`src/sv/mpwr_pkg.sv`:
```
// Shared types, widths and codes of the Manchester pulse-width receiver.
// Used by the interfaces, the step logic and the top level; no dependencies.
`timescale 1ns / 1ps
`default_nettype none

package mpwr_pkg;

  // Frame store capacity and the count width derived from it.
  localparam int MaxFrameBytes = 64;
  localparam int CountW        = $clog2(MaxFrameBytes + 1);

  // Field widths fixed by the line format.
  localparam int TicksW    = 10;
  localparam int NominalW  = 9;
  localparam int ExpectW   = 9;
  localparam int PositionW = 6;
  localparam int LengthW   = 7;
  localparam int CmpW      = 10;
  localparam int PhaseW    = 3;

  // Constant added to the first byte to form the frame length.
  localparam logic [ExpectW-1:0] LengthBias = 9'd3;

  // Configuration port.
  localparam int CfgIdxW  = 3;
  localparam int CfgDataW = 10;

  localparam logic [CfgIdxW-1:0] CfgTimeout     = 3'd0;
  localparam logic [CfgIdxW-1:0] CfgFirstStart  = 3'd1;
  localparam logic [CfgIdxW-1:0] CfgSecondStart = 3'd2;
  localparam logic [CfgIdxW-1:0] CfgThirdStart  = 3'd3;
  localparam logic [CfgIdxW-1:0] CfgFourthStart = 3'd4;
  localparam logic [CfgIdxW-1:0] CfgLongPulse   = 3'd5;

  localparam logic [TicksW-1:0]   TimeoutReset     = 10'd200;
  localparam logic [NominalW-1:0] FirstStartReset  = 9'd80;
  localparam logic [NominalW-1:0] SecondStartReset = 9'd80;
  localparam logic [NominalW-1:0] ThirdStartReset  = 9'd40;
  localparam logic [NominalW-1:0] FourthStartReset = 9'd40;
  localparam logic [TicksW-1:0]   LongPulseReset   = 10'd20;

  // Receive phase codes.
  localparam logic [PhaseW-1:0] PhIdle = 3'd0;
  localparam logic [PhaseW-1:0] PhPre1 = 3'd1;
  localparam logic [PhaseW-1:0] PhPre2 = 3'd2;
  localparam logic [PhaseW-1:0] PhPre3 = 3'd3;
  localparam logic [PhaseW-1:0] PhPre4 = 3'd4;
  localparam logic [PhaseW-1:0] PhSync = 3'd5;
  localparam logic [PhaseW-1:0] PhData = 3'd6;

  // Timing settings as seen by the step logic.
  typedef struct packed {
    logic [TicksW-1:0]   timeout_ticks;
    logic [NominalW-1:0] first_start_ticks;
    logic [NominalW-1:0] second_start_ticks;
    logic [NominalW-1:0] third_start_ticks;
    logic [NominalW-1:0] fourth_start_ticks;
    logic [TicksW-1:0]   long_pulse_ticks;
  } cfg_t;

  // Receiver state carried from edge to edge.
  typedef struct packed {
    logic [PhaseW-1:0]  phase;
    logic [2:0]         bit_position;
    logic [7:0]         partial_byte;
    logic               odd_half;
    logic [CountW-1:0]  stored_count;
    logic [ExpectW-1:0] expected_count;
  } rx_state_t;

  // One result word.
  typedef struct packed {
    logic                 byte_valid;
    logic [7:0]           data_byte;
    logic [PositionW-1:0] byte_position;
    logic                 frame_done;
    logic [LengthW-1:0]   frame_length;
    logic                 timed_out;
  } result_t;

endpackage

`default_nettype wire

```
`src/sv/mpwr_if.sv`:
```
// Handshake interfaces of the receiver: edge words in, result words out,
// and the configuration write channel. Depends on mpwr_pkg.
`timescale 1ns / 1ps
`default_nettype none

interface mpwr_edge_if;
  logic                        valid;
  logic                        ready;
  logic                        line_level;
  logic [mpwr_pkg::TicksW-1:0] interval_ticks;

  modport source (output valid, output line_level, output interval_ticks, input ready);
  modport sink   (input valid, input line_level, input interval_ticks, output ready);
endinterface

interface mpwr_result_if;
  logic                           valid;
  logic                           ready;
  logic                           byte_valid;
  logic [7:0]                     data_byte;
  logic [mpwr_pkg::PositionW-1:0] byte_position;
  logic                           frame_done;
  logic [mpwr_pkg::LengthW-1:0]   frame_length;
  logic                           timed_out;

  modport source (output valid, output byte_valid, output data_byte, output byte_position,
                  output frame_done, output frame_length, output timed_out, input ready);
  modport sink   (input valid, input byte_valid, input data_byte, input byte_position,
                  input frame_done, input frame_length, input timed_out, output ready);
endinterface

interface mpwr_cfg_if;
  logic                          valid;
  logic                          ready;
  logic [mpwr_pkg::CfgIdxW-1:0]  index;
  logic [mpwr_pkg::CfgDataW-1:0] data;

  modport source (output valid, output index, output data, input ready);
  modport sink   (input valid, input index, input data, output ready);
endinterface

`default_nettype wire

```
`src/sv/manchester_pulse_width_receiver_top.sv`:
```
// Top level of the Manchester pulse-width receiver: input register, state,
// settings and result register. Depends on mpwr_pkg, mpwr_if and mpwr_step.
`timescale 1ns / 1ps
`default_nettype none

// The receiver takes one line edge word per clock unless stalled (level after
// the edge and ticks since the previous edge) and gives at most one result
// word per edge: a completed data byte with its position, the end of a frame,
// or both. An edge word is registered in the input register when accepted,
// decoded by the single decode step, and its result word is registered in
// the result register; a new edge can be accepted every clock unless stalled.
// A waiting result word stalls only edges that would produce another result.
// Settings are written over the configuration channel, which is always
// ready; the user must write them only while the receiver is idle, as the
// block itself does not enforce this. There is no clearing pass after reset.
module manchester_pulse_width_receiver_top (
  input  logic       clk_i,
  input  logic       rst_ni,
  mpwr_edge_if.sink  edge_i,
  mpwr_cfg_if.sink   cfg_i,
  mpwr_result_if.source result_o
);

  mpwr_pkg::cfg_t      cfg_q;
  mpwr_pkg::rx_state_t state_q;
  mpwr_pkg::rx_state_t state_d;
  mpwr_pkg::result_t   res_d;
  mpwr_pkg::result_t   res_q;

  logic                        in_valid_q;
  logic                        in_level_q;
  logic [mpwr_pkg::TicksW-1:0] in_ticks_q;
  logic                        out_valid_q;
  logic                        has_result;
  logic                        out_free;
  logic                        advance;
  logic                        in_accept;

  // Settings registers, written by index.
  assign cfg_i.ready = 1'b1;

  always_ff @(posedge clk_i or negedge rst_ni) begin
    if (!rst_ni) begin
      cfg_q.timeout_ticks      <= mpwr_pkg::TimeoutReset;
      cfg_q.first_start_ticks  <= mpwr_pkg::FirstStartReset;
      cfg_q.second_start_ticks <= mpwr_pkg::SecondStartReset;
      cfg_q.third_start_ticks  <= mpwr_pkg::ThirdStartReset;
      cfg_q.fourth_start_ticks <= mpwr_pkg::FourthStartReset;
      cfg_q.long_pulse_ticks   <= mpwr_pkg::LongPulseReset;
    end else if (cfg_i.valid) begin
      unique case (cfg_i.index)
        mpwr_pkg::CfgTimeout:     cfg_q.timeout_ticks      <= cfg_i.data;
        mpwr_pkg::CfgFirstStart:  cfg_q.first_start_ticks  <= cfg_i.data[mpwr_pkg::NominalW-1:0];
        mpwr_pkg::CfgSecondStart: cfg_q.second_start_ticks <= cfg_i.data[mpwr_pkg::NominalW-1:0];
        mpwr_pkg::CfgThirdStart:  cfg_q.third_start_ticks  <= cfg_i.data[mpwr_pkg::NominalW-1:0];
        mpwr_pkg::CfgFourthStart: cfg_q.fourth_start_ticks <= cfg_i.data[mpwr_pkg::NominalW-1:0];
        mpwr_pkg::CfgLongPulse:   cfg_q.long_pulse_ticks   <= cfg_i.data;
        default: begin
        end
      endcase
    end
  end

  // Decode step for the registered edge word.
  mpwr_step u_step (
    .cfg_i        (cfg_q),
    .state_i      (state_q),
    .level_i      (in_level_q),
    .ticks_i      (in_ticks_q),
    .state_o      (state_d),
    .result_o     (res_d),
    .has_result_o (has_result)
  );

  // The registered edge moves on unless its result finds the output slot full.
  assign out_free     = !out_valid_q || result_o.ready;
  assign advance      = in_valid_q && (!has_result || out_free);
  assign edge_i.ready = !in_valid_q || advance;
  assign in_accept    = edge_i.valid && edge_i.ready;

  // Input register.
  always_ff @(posedge clk_i or negedge rst_ni) begin
    if (!rst_ni) begin
      in_valid_q <= 1'b0;
    end else if (edge_i.ready) begin
      in_valid_q <= edge_i.valid;
    end
  end

  always_ff @(posedge clk_i) begin
    if (in_accept) begin
      in_level_q <= edge_i.line_level;
      in_ticks_q <= edge_i.interval_ticks;
    end
  end

  // Receiver state, updated once per decoded edge.
  always_ff @(posedge clk_i or negedge rst_ni) begin
    if (!rst_ni) begin
      state_q <= '0;
    end else if (advance) begin
      state_q <= state_d;
    end
  end

  // Result register.
  always_ff @(posedge clk_i or negedge rst_ni) begin
    if (!rst_ni) begin
      out_valid_q <= 1'b0;
    end else if (out_free) begin
      out_valid_q <= advance && has_result;
    end
  end

  always_ff @(posedge clk_i) begin
    if (advance && has_result) begin
      res_q <= res_d;
    end
  end

  assign result_o.valid         = out_valid_q;
  assign result_o.byte_valid    = res_q.byte_valid;
  assign result_o.data_byte     = res_q.data_byte;
  assign result_o.byte_position = res_q.byte_position;
  assign result_o.frame_done    = res_q.frame_done;
  assign result_o.frame_length  = res_q.frame_length;
  assign result_o.timed_out     = res_q.timed_out;

endmodule

`default_nettype wire

```
`src/sv/mpwr_step.sv`:
```
// Per-edge decode logic: preamble recognition, Manchester bit recovery,
// byte assembly and frame end detection. Depends on mpwr_pkg.
`timescale 1ns / 1ps
`default_nettype none

module mpwr_step (
  input  mpwr_pkg::cfg_t              cfg_i,
  input  mpwr_pkg::rx_state_t         state_i,
  input  logic                        level_i,
  input  logic [mpwr_pkg::TicksW-1:0] ticks_i,
  output mpwr_pkg::rx_state_t         state_o,
  output mpwr_pkg::result_t           result_o,
  output logic                        has_result_o
);

  // A width is inside the window when it lies strictly between T and 2T.
  function automatic logic in_window(logic [mpwr_pkg::TicksW-1:0]   t,
                                     logic [mpwr_pkg::NominalW-1:0] nominal);
    logic [mpwr_pkg::TicksW:0] t_ext;
    logic [mpwr_pkg::TicksW:0] lo;
    logic [mpwr_pkg::TicksW:0] hi;
    t_ext = {1'b0, t};
    lo    = (mpwr_pkg::TicksW + 1)'(nominal);
    hi    = {lo[mpwr_pkg::TicksW-1:0], 1'b0};
    return (t_ext > lo) && (t_ext < hi);
  endfunction

  logic [mpwr_pkg::PhaseW-1:0] phase;
  logic                        take;
  logic                        data_phase;
  logic                        long_pulse;
  logic [7:0]                  merged_byte;
  mpwr_pkg::rx_state_t         nxt;
  mpwr_pkg::result_t           res;

  always_comb begin
    nxt         = state_i;
    res         = '0;
    take        = 1'b0;
    data_phase  = 1'b0;
    long_pulse  = ticks_i > cfg_i.long_pulse_ticks;
    phase       = state_i.phase;

    // Timeout aborts any reception; a frame in progress is reported.
    if (state_i.phase != mpwr_pkg::PhIdle && ticks_i > cfg_i.timeout_ticks) begin
      if (state_i.phase == mpwr_pkg::PhData) begin
        res.frame_done   = 1'b1;
        res.timed_out    = 1'b1;
        res.frame_length = mpwr_pkg::LengthW'(state_i.stored_count);
      end
      phase = mpwr_pkg::PhIdle;
    end else if (level_i && phase == mpwr_pkg::PhIdle) begin
      phase = mpwr_pkg::PhPre1;
    end

    // A falling edge with a good first pulse restarts the preamble from anywhere.
    if (!level_i && in_window(ticks_i, cfg_i.first_start_ticks)) begin
      phase = mpwr_pkg::PhPre2;
    end

    // Remaining preamble pulses, the sync edge and the data phase.
    if (level_i && phase == mpwr_pkg::PhPre2) begin
      phase = in_window(ticks_i, cfg_i.second_start_ticks) ? mpwr_pkg::PhPre3
                                                           : mpwr_pkg::PhIdle;
    end else begin
      unique case (phase)
        mpwr_pkg::PhPre3: begin
          phase = in_window(ticks_i, cfg_i.third_start_ticks) ? mpwr_pkg::PhPre4
                                                              : mpwr_pkg::PhIdle;
        end
        mpwr_pkg::PhPre4: begin
          phase = in_window(ticks_i, cfg_i.fourth_start_ticks) ? mpwr_pkg::PhSync
                                                               : mpwr_pkg::PhIdle;
        end
        mpwr_pkg::PhSync: begin
          nxt.bit_position = '0;
          nxt.odd_half     = 1'b0;
          nxt.partial_byte = '0;
          nxt.stored_count = '0;
          phase            = mpwr_pkg::PhData;
        end
        mpwr_pkg::PhData: begin
          // A long pulse or the second short pulse in a row carries a bit.
          data_phase   = 1'b1;
          take         = long_pulse || state_i.odd_half;
          nxt.odd_half = !long_pulse && !state_i.odd_half;
        end
        default: begin
        end
      endcase
    end

    // Pack the bit, least significant first, and store finished bytes.
    merged_byte                       = state_i.partial_byte;
    merged_byte[state_i.bit_position] = state_i.partial_byte[state_i.bit_position] | level_i;
    if (take) begin
      if (state_i.bit_position == 3'd7) begin
        nxt.bit_position = '0;
        nxt.partial_byte = '0;
        if (state_i.stored_count == '0) begin
          nxt.expected_count = mpwr_pkg::ExpectW'(merged_byte) + mpwr_pkg::LengthBias;
        end
        if (state_i.stored_count < mpwr_pkg::CountW'(mpwr_pkg::MaxFrameBytes)) begin
          res.byte_valid    = 1'b1;
          res.data_byte     = merged_byte;
          res.byte_position = mpwr_pkg::PositionW'(state_i.stored_count);
          nxt.stored_count  = state_i.stored_count + mpwr_pkg::CountW'(1);
        end
      end else begin
        nxt.bit_position = state_i.bit_position + 3'd1;
        nxt.partial_byte = merged_byte;
      end
    end

    // The frame ends once the stored count reaches the announced length.
    if (data_phase && nxt.expected_count != '0 &&
        mpwr_pkg::CmpW'(nxt.stored_count) >= mpwr_pkg::CmpW'(nxt.expected_count)) begin
      res.frame_done   = 1'b1;
      res.timed_out    = 1'b0;
      res.frame_length = mpwr_pkg::LengthW'(nxt.stored_count);
      nxt.stored_count = '0;
      phase            = mpwr_pkg::PhIdle;
    end

    nxt.phase = phase;
  end

  assign state_o      = nxt;
  assign result_o     = res;
  assign has_result_o = res.byte_valid || res.frame_done;

endmodule

`default_nettype wire

```
`src/flat_wrapper.sv`:
```
// flat-port wrapper written by rule: the top's interface ports become plain ports
module manchester_pulse_width_receiver_top_flat 
  (clk_i, rst_ni, edge_i_valid, edge_i_line_level, edge_i_interval_ticks, edge_i_ready, cfg_i_valid, cfg_i_index, cfg_i_data, cfg_i_ready, result_o_valid, result_o_byte_valid, result_o_data_byte, result_o_byte_position, result_o_frame_done, result_o_frame_length, result_o_timed_out, result_o_ready);
  mpwr_edge_if edge_i_i ();
  mpwr_cfg_if cfg_i_i ();
  mpwr_result_if result_o_i ();
  input  logic clk_i;
  input  logic rst_ni;
  input wire logic [$bits(edge_i_i.valid)-1:0] edge_i_valid;
  input wire logic [$bits(edge_i_i.line_level)-1:0] edge_i_line_level;
  input wire logic [$bits(edge_i_i.interval_ticks)-1:0] edge_i_interval_ticks;
  output wire logic [$bits(edge_i_i.ready)-1:0] edge_i_ready;
  input wire logic [$bits(cfg_i_i.valid)-1:0] cfg_i_valid;
  input wire logic [$bits(cfg_i_i.index)-1:0] cfg_i_index;
  input wire logic [$bits(cfg_i_i.data)-1:0] cfg_i_data;
  output wire logic [$bits(cfg_i_i.ready)-1:0] cfg_i_ready;
  output wire logic [$bits(result_o_i.valid)-1:0] result_o_valid;
  output wire logic [$bits(result_o_i.byte_valid)-1:0] result_o_byte_valid;
  output wire logic [$bits(result_o_i.data_byte)-1:0] result_o_data_byte;
  output wire logic [$bits(result_o_i.byte_position)-1:0] result_o_byte_position;
  output wire logic [$bits(result_o_i.frame_done)-1:0] result_o_frame_done;
  output wire logic [$bits(result_o_i.frame_length)-1:0] result_o_frame_length;
  output wire logic [$bits(result_o_i.timed_out)-1:0] result_o_timed_out;
  input wire logic [$bits(result_o_i.ready)-1:0] result_o_ready;
  assign edge_i_i.valid = edge_i_valid;
  assign edge_i_i.line_level = edge_i_line_level;
  assign edge_i_i.interval_ticks = edge_i_interval_ticks;
  assign edge_i_ready = edge_i_i.ready;
  assign cfg_i_i.valid = cfg_i_valid;
  assign cfg_i_i.index = cfg_i_index;
  assign cfg_i_i.data = cfg_i_data;
  assign cfg_i_ready = cfg_i_i.ready;
  assign result_o_valid = result_o_i.valid;
  assign result_o_byte_valid = result_o_i.byte_valid;
  assign result_o_data_byte = result_o_i.data_byte;
  assign result_o_byte_position = result_o_i.byte_position;
  assign result_o_frame_done = result_o_i.frame_done;
  assign result_o_frame_length = result_o_i.frame_length;
  assign result_o_timed_out = result_o_i.timed_out;
  assign result_o_i.ready = result_o_ready;
  manchester_pulse_width_receiver_top u_core (.clk_i(clk_i), .rst_ni(rst_ni), .edge_i(edge_i_i), .cfg_i(cfg_i_i), .result_o(result_o_i));
endmodule
```
`config.mk`:
```
export PLATFORM = sky130hd
export DESIGN_NAME = manchester_pulse_width_receiver_top_flat
export DESIGN_NICKNAME = d
export VERILOG_FILES = /design/src/sv/mpwr_pkg.sv /design/src/sv/mpwr_if.sv /design/src/sv/manchester_pulse_width_receiver_top.sv /design/src/sv/mpwr_step.sv /design/src/flat_wrapper.sv
export SDC_FILE = /design/constraint.sdc
export NUM_CORES = 1
export LEC_CHECK = 0
export BUFFER_PORTS_ARGS = -buffer_cell sky130_fd_sc_hd__buf_2
export CORE_UTILIZATION = 67
export DETAILED_ROUTE_END_ITERATION = 16
export GPL_TIMING_DRIVEN = 0
export PLACE_DENSITY_LB_ADDON = 0.08
export SYNTH_ARGS = -nofsm -noshare
export SYNTH_HDL_FRONTEND = slang
export SYNTH_HIERARCHICAL = 1
export SYNTH_SLANG_ARGS = --single-unit
export TNS_END_PERCENT = 10
```
`constraint.sdc`:
```
create_clock -name clk_i -period 18.35 [get_ports clk_i]
set_input_delay 0 -clock clk_i [delete_from_list [all_inputs] [get_ports clk_i]]
set_output_delay 0 -clock clk_i [all_outputs]
set_load 0.05 [all_outputs]
```
==> reports/metrics.json <==
{
  "worstReg2RegStart": {"value": "u_core/in_ticks_q[5]"},
  "routed_wire_length_per_instance": {"value": 20.5, "unit": "um"},
  "grt_antenna_before_repair": {"value": 0},
  "finalWeightedCongestion": {"value": 0.917},
  "crit_fanout": {"value": 10},
  "first_global_vias": {"value": 7538},
  "layout_commonest_cell": {"value": "sky130_fd_sc_hd__ha_1"},
  "timing_worst_setup_path_type": {"value": "reg2out"},
  "pin_count": {"value": 56},
  "net-switching-power": {"value": 0.000359, "unit": "W"},
  "rsz0062_at_grt": {"value": "false"},
  "initial_utilization": {"value": 69.1, "unit": "%"},
  "chipWidth": {"value": 116, "unit": "um"},
  "grt_start_max_net_pins": {"value": 58},
  "antenna_violating_nets_post_route": {"value": 0},
  "clock_path_buffers": {"value": 2},
  "cp-start-kind": {"value": "flip-flop"},
  "max-vdd-ir-drop": {"value": 0.0757, "unit": "mV"},
  "synth_flop_cell": {"value": "sky130_fd_sc_hd__dfrtp_1"},
  "timing.critical_path.required": {"value": 18.35, "unit": "ns"},
  "holdWs": {"value": 0.0871, "unit": "ns"},
  "dr_wl_met2": {"value": 11300, "unit": "um"},
  "worst_setup_path_startpoint": {"value": "u_core/in_ticks_q[5]"},
  "floorplan_die_area": {"value": 0.0135, "unit": "mm^2"},
  "r2r_path_end": {"value": "u_core/result_o.byte_position[1]"},
  "status": {"value": "finished, final reports clean"},
  "globalRoute.totalOverflow": {"value": 0},
  "synth_area_leader_cell": {"value": "sky130_fd_sc_hd__dfrtp_1"},
  "highest_metal_used": {"value": "met4"},
  "synthDistinctLibCells": {"value": 75},
  "mappedNetlistArea": {"value": 0.00876, "unit": "mm^2"},
  "num_antenna_cells": {"value": 0},
  "ys_seq_area_share": {"value": 37.6, "unit": "%"},
  "report.final.slew_viol_count": {"value": 0},
  "power_leakage": {"value": 4.61, "unit": "nW"},
  "area_delta_synth_final": {"value": 16.3, "unit": "%"},
  "critical-path-top-delay-family": {"value": "simple AND/OR/NAND/NOR gates"},
  "crit_arrival": {"value": 7.26, "unit": "ns"},
  "post-route-period-util": {"value": 39.6, "unit": "%"},
  "finalHoldViolCount": {"value": 0},
  "timing_worst_slew_pin_value": {"value": 1.23, "unit": "ns"},
  "dp.final_hpwl": {"value": 16200, "unit": "um"},
  "postLayoutCoreUtil": {"value": 80.4, "unit": "%"},
  "numClockSinks": {"value": 124},
  "hold_path.class": {"value": "in2async"},
  "max_clock_freq": {"value": 0.138, "unit": "GHz"},
  "numPortBuffers": {"value": 54},
  "comb_power_share": {"value": 32.0, "unit": "%"},
  "most-common-layout-cells": {"value": "sky130_fd_sc_hd__ha_1 (100), sky130_fd_sc_hd__inv_1 (83), sky130_fd_sc_hd__dfrtp_1 (76)"},
  "post_drt_via_cell_ratio": {"value": 6.52},
  "synth_top_cells_by_area": {"value": "sky130_fd_sc_hd__dfrtp_1 (22%), sky130_fd_sc_hd__ha_1 (14%), sky130_fd_sc_hd__edfxtp_1 (12%)"},
  "final-setup-viol-count": {"value": 0},
  "first_pass_grt_wire_length": {"value": 38200, "unit": "um"},
  "layout_cell_share_with_drive_strength_beyond_1": {"value": 19.9, "unit": "%"},
  "timing.critical_path.cells": {"value": "ha_1 -> and4_1 -> o21a_1 -> a2111oi_2 -> nor2_1 -> nor4_1 -> nor2_1 -> a21oi_1 -> ha_1 -> nand2b_1 -> a21o_1 -> a21o_1 -> a21o_1 -> a21oi_1 -> o21a_1 -> a211oi_1 -> nand2_1 -> o211ai_1 -> clkbuf_1 -> clkbuf_1 -> nand3_1 -> buf_2"},
  "clkSlewWorstSetupHoldPaths": {"value": 0.05, "unit": "ns"},
  "cts_tree": {"value": "done"},
  "drt-met1-wl": {"value": 9720, "unit": "um"},
  "max_slew_margin": {"value": 17.5, "unit": "%"},
  "switching_share": {"value": 33.0, "unit": "%"},
  "clock_tree.root_cell": {"value": "sky130_fd_sc_hd__clkbuf_16"},
  "placementRows": {"value": 41},
  "sequentialPowerShare": {"value": 34.8, "unit": "%"},
  "min_period": {"value": 7.26, "unit": "ns"},
  "yosysWarnings": {"value": 6},
  "finish.net_count": {"value": 1099},
  "cts_bufs_inserted": {"value": 17},
  "route.final.wire_length": {"value": 23600, "unit": "um"},
  "post_synth_edffs": {"value": 35},
  "synth_nets": {"value": 999},
  "r2r_slack": {"value": 11.13, "unit": "ns"},
  "post_detailed_route_drc_marker_count": {"value": 0},
  "fin_skew": {"value": 0.0131, "unit": "ns"},
  "timing.critical_path.mode_cell": {"value": "sky130_fd_sc_hd__a21o_1"},
  "syn-instance-count": {"value": 870},
  "global_route.usage.total": {"value": 37.5, "unit": "%"},
  "post-cts-setup-buffer-count": {"value": 0},
  "fin_setup_tns": {"value": 0, "unit": "ns"},
  "clock_power_share": {"value": 33.1, "unit": "%"},
  "synth_area_per_cell": {"value": 10.1, "unit": "um^2"},
  "cp_slowest_stage_delay": {"value": 1.03, "unit": "ns"},
  "maxCapViolations": {"value": 0},
  "clock_latency": {"value": 0.42, "unit": "ns"},
  "power.density_cell_area": {"value": 107, "unit": "mW/mm^2"},
  "yosysTopAreaCellShare": {"value": 21.7, "unit": "%"},
  "dr_total_vias": {"value": 7528},
  "timing.reg2reg.worst_path_depth": {"value": 22},
  "detailroute.wirelength.met3": {"value": 1890, "unit": "um"},
  "drt_iter0_drc": {"value": 767},
  "chipHeight": {"value": 116, "unit": "um"},
  "clock_tree.htree_level_count": {"value": 4},
  "postSynthRegisterBits": {"value": 124},
  "first_pass_iters": {"value": 5},
  "core_region_area": {"value": 0.0127, "unit": "mm^2"},
  "intPower": {"value": 0.000728, "unit": "W"},
  "ys_async_sr_fraction": {"value": 71.8, "unit": "%"},
  "cp.buffers_inverters": {"value": 3},
  "critPathSlowestCell": {"value": "sky130_fd_sc_hd__nor4_1"},
  "critical_path.endpoint_type": {"value": "output port"}
}
-- cells by family (layout without fill, tap and decap cells) --
| group | after synthesis | count (layout) | synth area share (%) |
|---|---|---|---|
| AO/OA/AOI/OAI | 189 | 189 | 15.4 |
| adder cells (fa/ha/maj) | 100 | 100 | 14.3 |
| AND/OR/NAND/NOR | 249 | 249 | 16.5 |
| XOR/XNOR | 8 | 8 | 0.800 |
| flip-flops | 124 | 124 | 37.6 |
| other | 1 | 1 | 0.0428 |
| buffers and inverters | 126 | 239 | 5.88 |
| multiplexers | 73 | 73 | 9.45 |
-- metal layers --
metal,up-vias,global-route usage [%]
met5,-,0
met4,0,17.2
met3,75,8.10
met2,379,61.0
met1,3690,47.9
li1,3384,-
-- synthesized netlist by cell type (all sizes together) (5+ instances only) --
cell type / number
a211oi: 9
a21o: 31
a21oi: 41
and3: 5
buf: 17
clkbuf: 26
dfrtp: 76
dfstp: 13
edfxtp: 35
ha: 100
inv: 83
mux2: 62
mux2i: 11
nand2: 63
nand2b: 45
nand3: 15
nand4: 6
nand4b: 34
nor2: 33
nor2b: 10
nor3: 7
nor4: 7
o211ai: 32
o21a: 9
o21ai: 24
o32ai: 7
xnor2: 6
-- layout make-up --
type | instances | area [um^2]
fillers | 804 | 2480
well taps | 172 | 215
repair buffers | 81 | 566
flip-flops and latches | 124 | 3290
clock inverters | 5 | 100
multi-input cells | 620 | 4950
plain buffers | 43 | 204
inverters | 83 | 312
clock buffers | 27 | 544
-- timing repair --
action                                 4_1_cts  5_1_grt
resized for setup                            0        0
endpoints found under the hold margin      150        0
hold buffers                                25        0
-- worst max-delay path by stage --
stage                                             endpoint  slack (ns)  cells after the start
final                                         edge_i_ready       11.09                     22
after detailed placement   u_core/result_o.frame_length[1]       11.58                     22
after global routing                          edge_i_ready       10.80                     22
after floorplan           u_core/result_o.byte_position[0]       12.24                     23
after global placement     u_core/result_o.frame_length[1]       10.73                     21
after CTS                                     edge_i_ready       11.42                     22
-- stage by stage --
stage / power, W / setup WS, ns / std cells / cell area, um^2
detailed placement: 0.000706 / 11.58 / 1098 / 9290
CTS: 0.00108 / 11.42 / 1155 / 10200
finish: 0.00109 / 11.09 / 1155 / 10200
global placement: 0.000681 / 10.73 / 1096 / 9250
global route: 0.00114 / 10.80 / 1155 / 10200
floorplan: 0.000612 / 12.24 / 870 / 8760
-- power groups by stage --
stage | sequential (W) | clock, W | combinational [W]
after floorplan | 0.000365 | 0 | 0.000246
after global placement | 0.000377 | 0 | 0.000304
after detailed placement | 0.000381 | 0 | 0.000325
after CTS | 0.000377 | 0.000363 | 0.000336
after global routing | 0.000385 | 0.000376 | 0.000382
final | 0.000379 | 0.000360 | 0.000348
-- worst register-to-register path: stages, from the launching register on --
cell	delay [ns]
sky130_fd_sc_hd__edfxtp_1	0.63
sky130_fd_sc_hd__ha_1	0.42
sky130_fd_sc_hd__and4_1	0.25
sky130_fd_sc_hd__o21a_1	0.14
sky130_fd_sc_hd__a2111oi_2	0.63
sky130_fd_sc_hd__nor2_1	0.21
sky130_fd_sc_hd__nor4_1	1.03
sky130_fd_sc_hd__nor2_1	0.33
sky130_fd_sc_hd__a21oi_1	0.45
sky130_fd_sc_hd__ha_1	0.18
sky130_fd_sc_hd__nand2b_1	0.09
sky130_fd_sc_hd__a21o_1	0.11
sky130_fd_sc_hd__a21o_1	0.11
sky130_fd_sc_hd__a21o_1	0.11
sky130_fd_sc_hd__a21oi_1	0.07
sky130_fd_sc_hd__o21a_1	0.18
sky130_fd_sc_hd__a211oi_1	0.24
sky130_fd_sc_hd__nand2_1	0.26
sky130_fd_sc_hd__o211ai_1	0.26
sky130_fd_sc_hd__clkbuf_1	0.33
sky130_fd_sc_hd__nand2_1	0.20
sky130_fd_sc_hd__nor2_2	0.42
sky130_fd_sc_hd__buf_8	0.25
-- flip-flops by register name, summed over array words and instances (netlist names) --
register and count:
u_core/result_o.valid 1, u_core/cfg_q 56, u_core/result_o.byte_position 6, u_core/result_o.timed_out 1
u_core/in_valid_q 1, u_core/in_ticks_q 10, u_core/result_o.frame_length 7, u_core/in_level_q 1
u_core/result_o.frame_done 1, u_core/result_o.byte_valid 1, u_core/state_q 31, u_core/result_o.data_byte 8
Power figures use the tool's default switching activity.
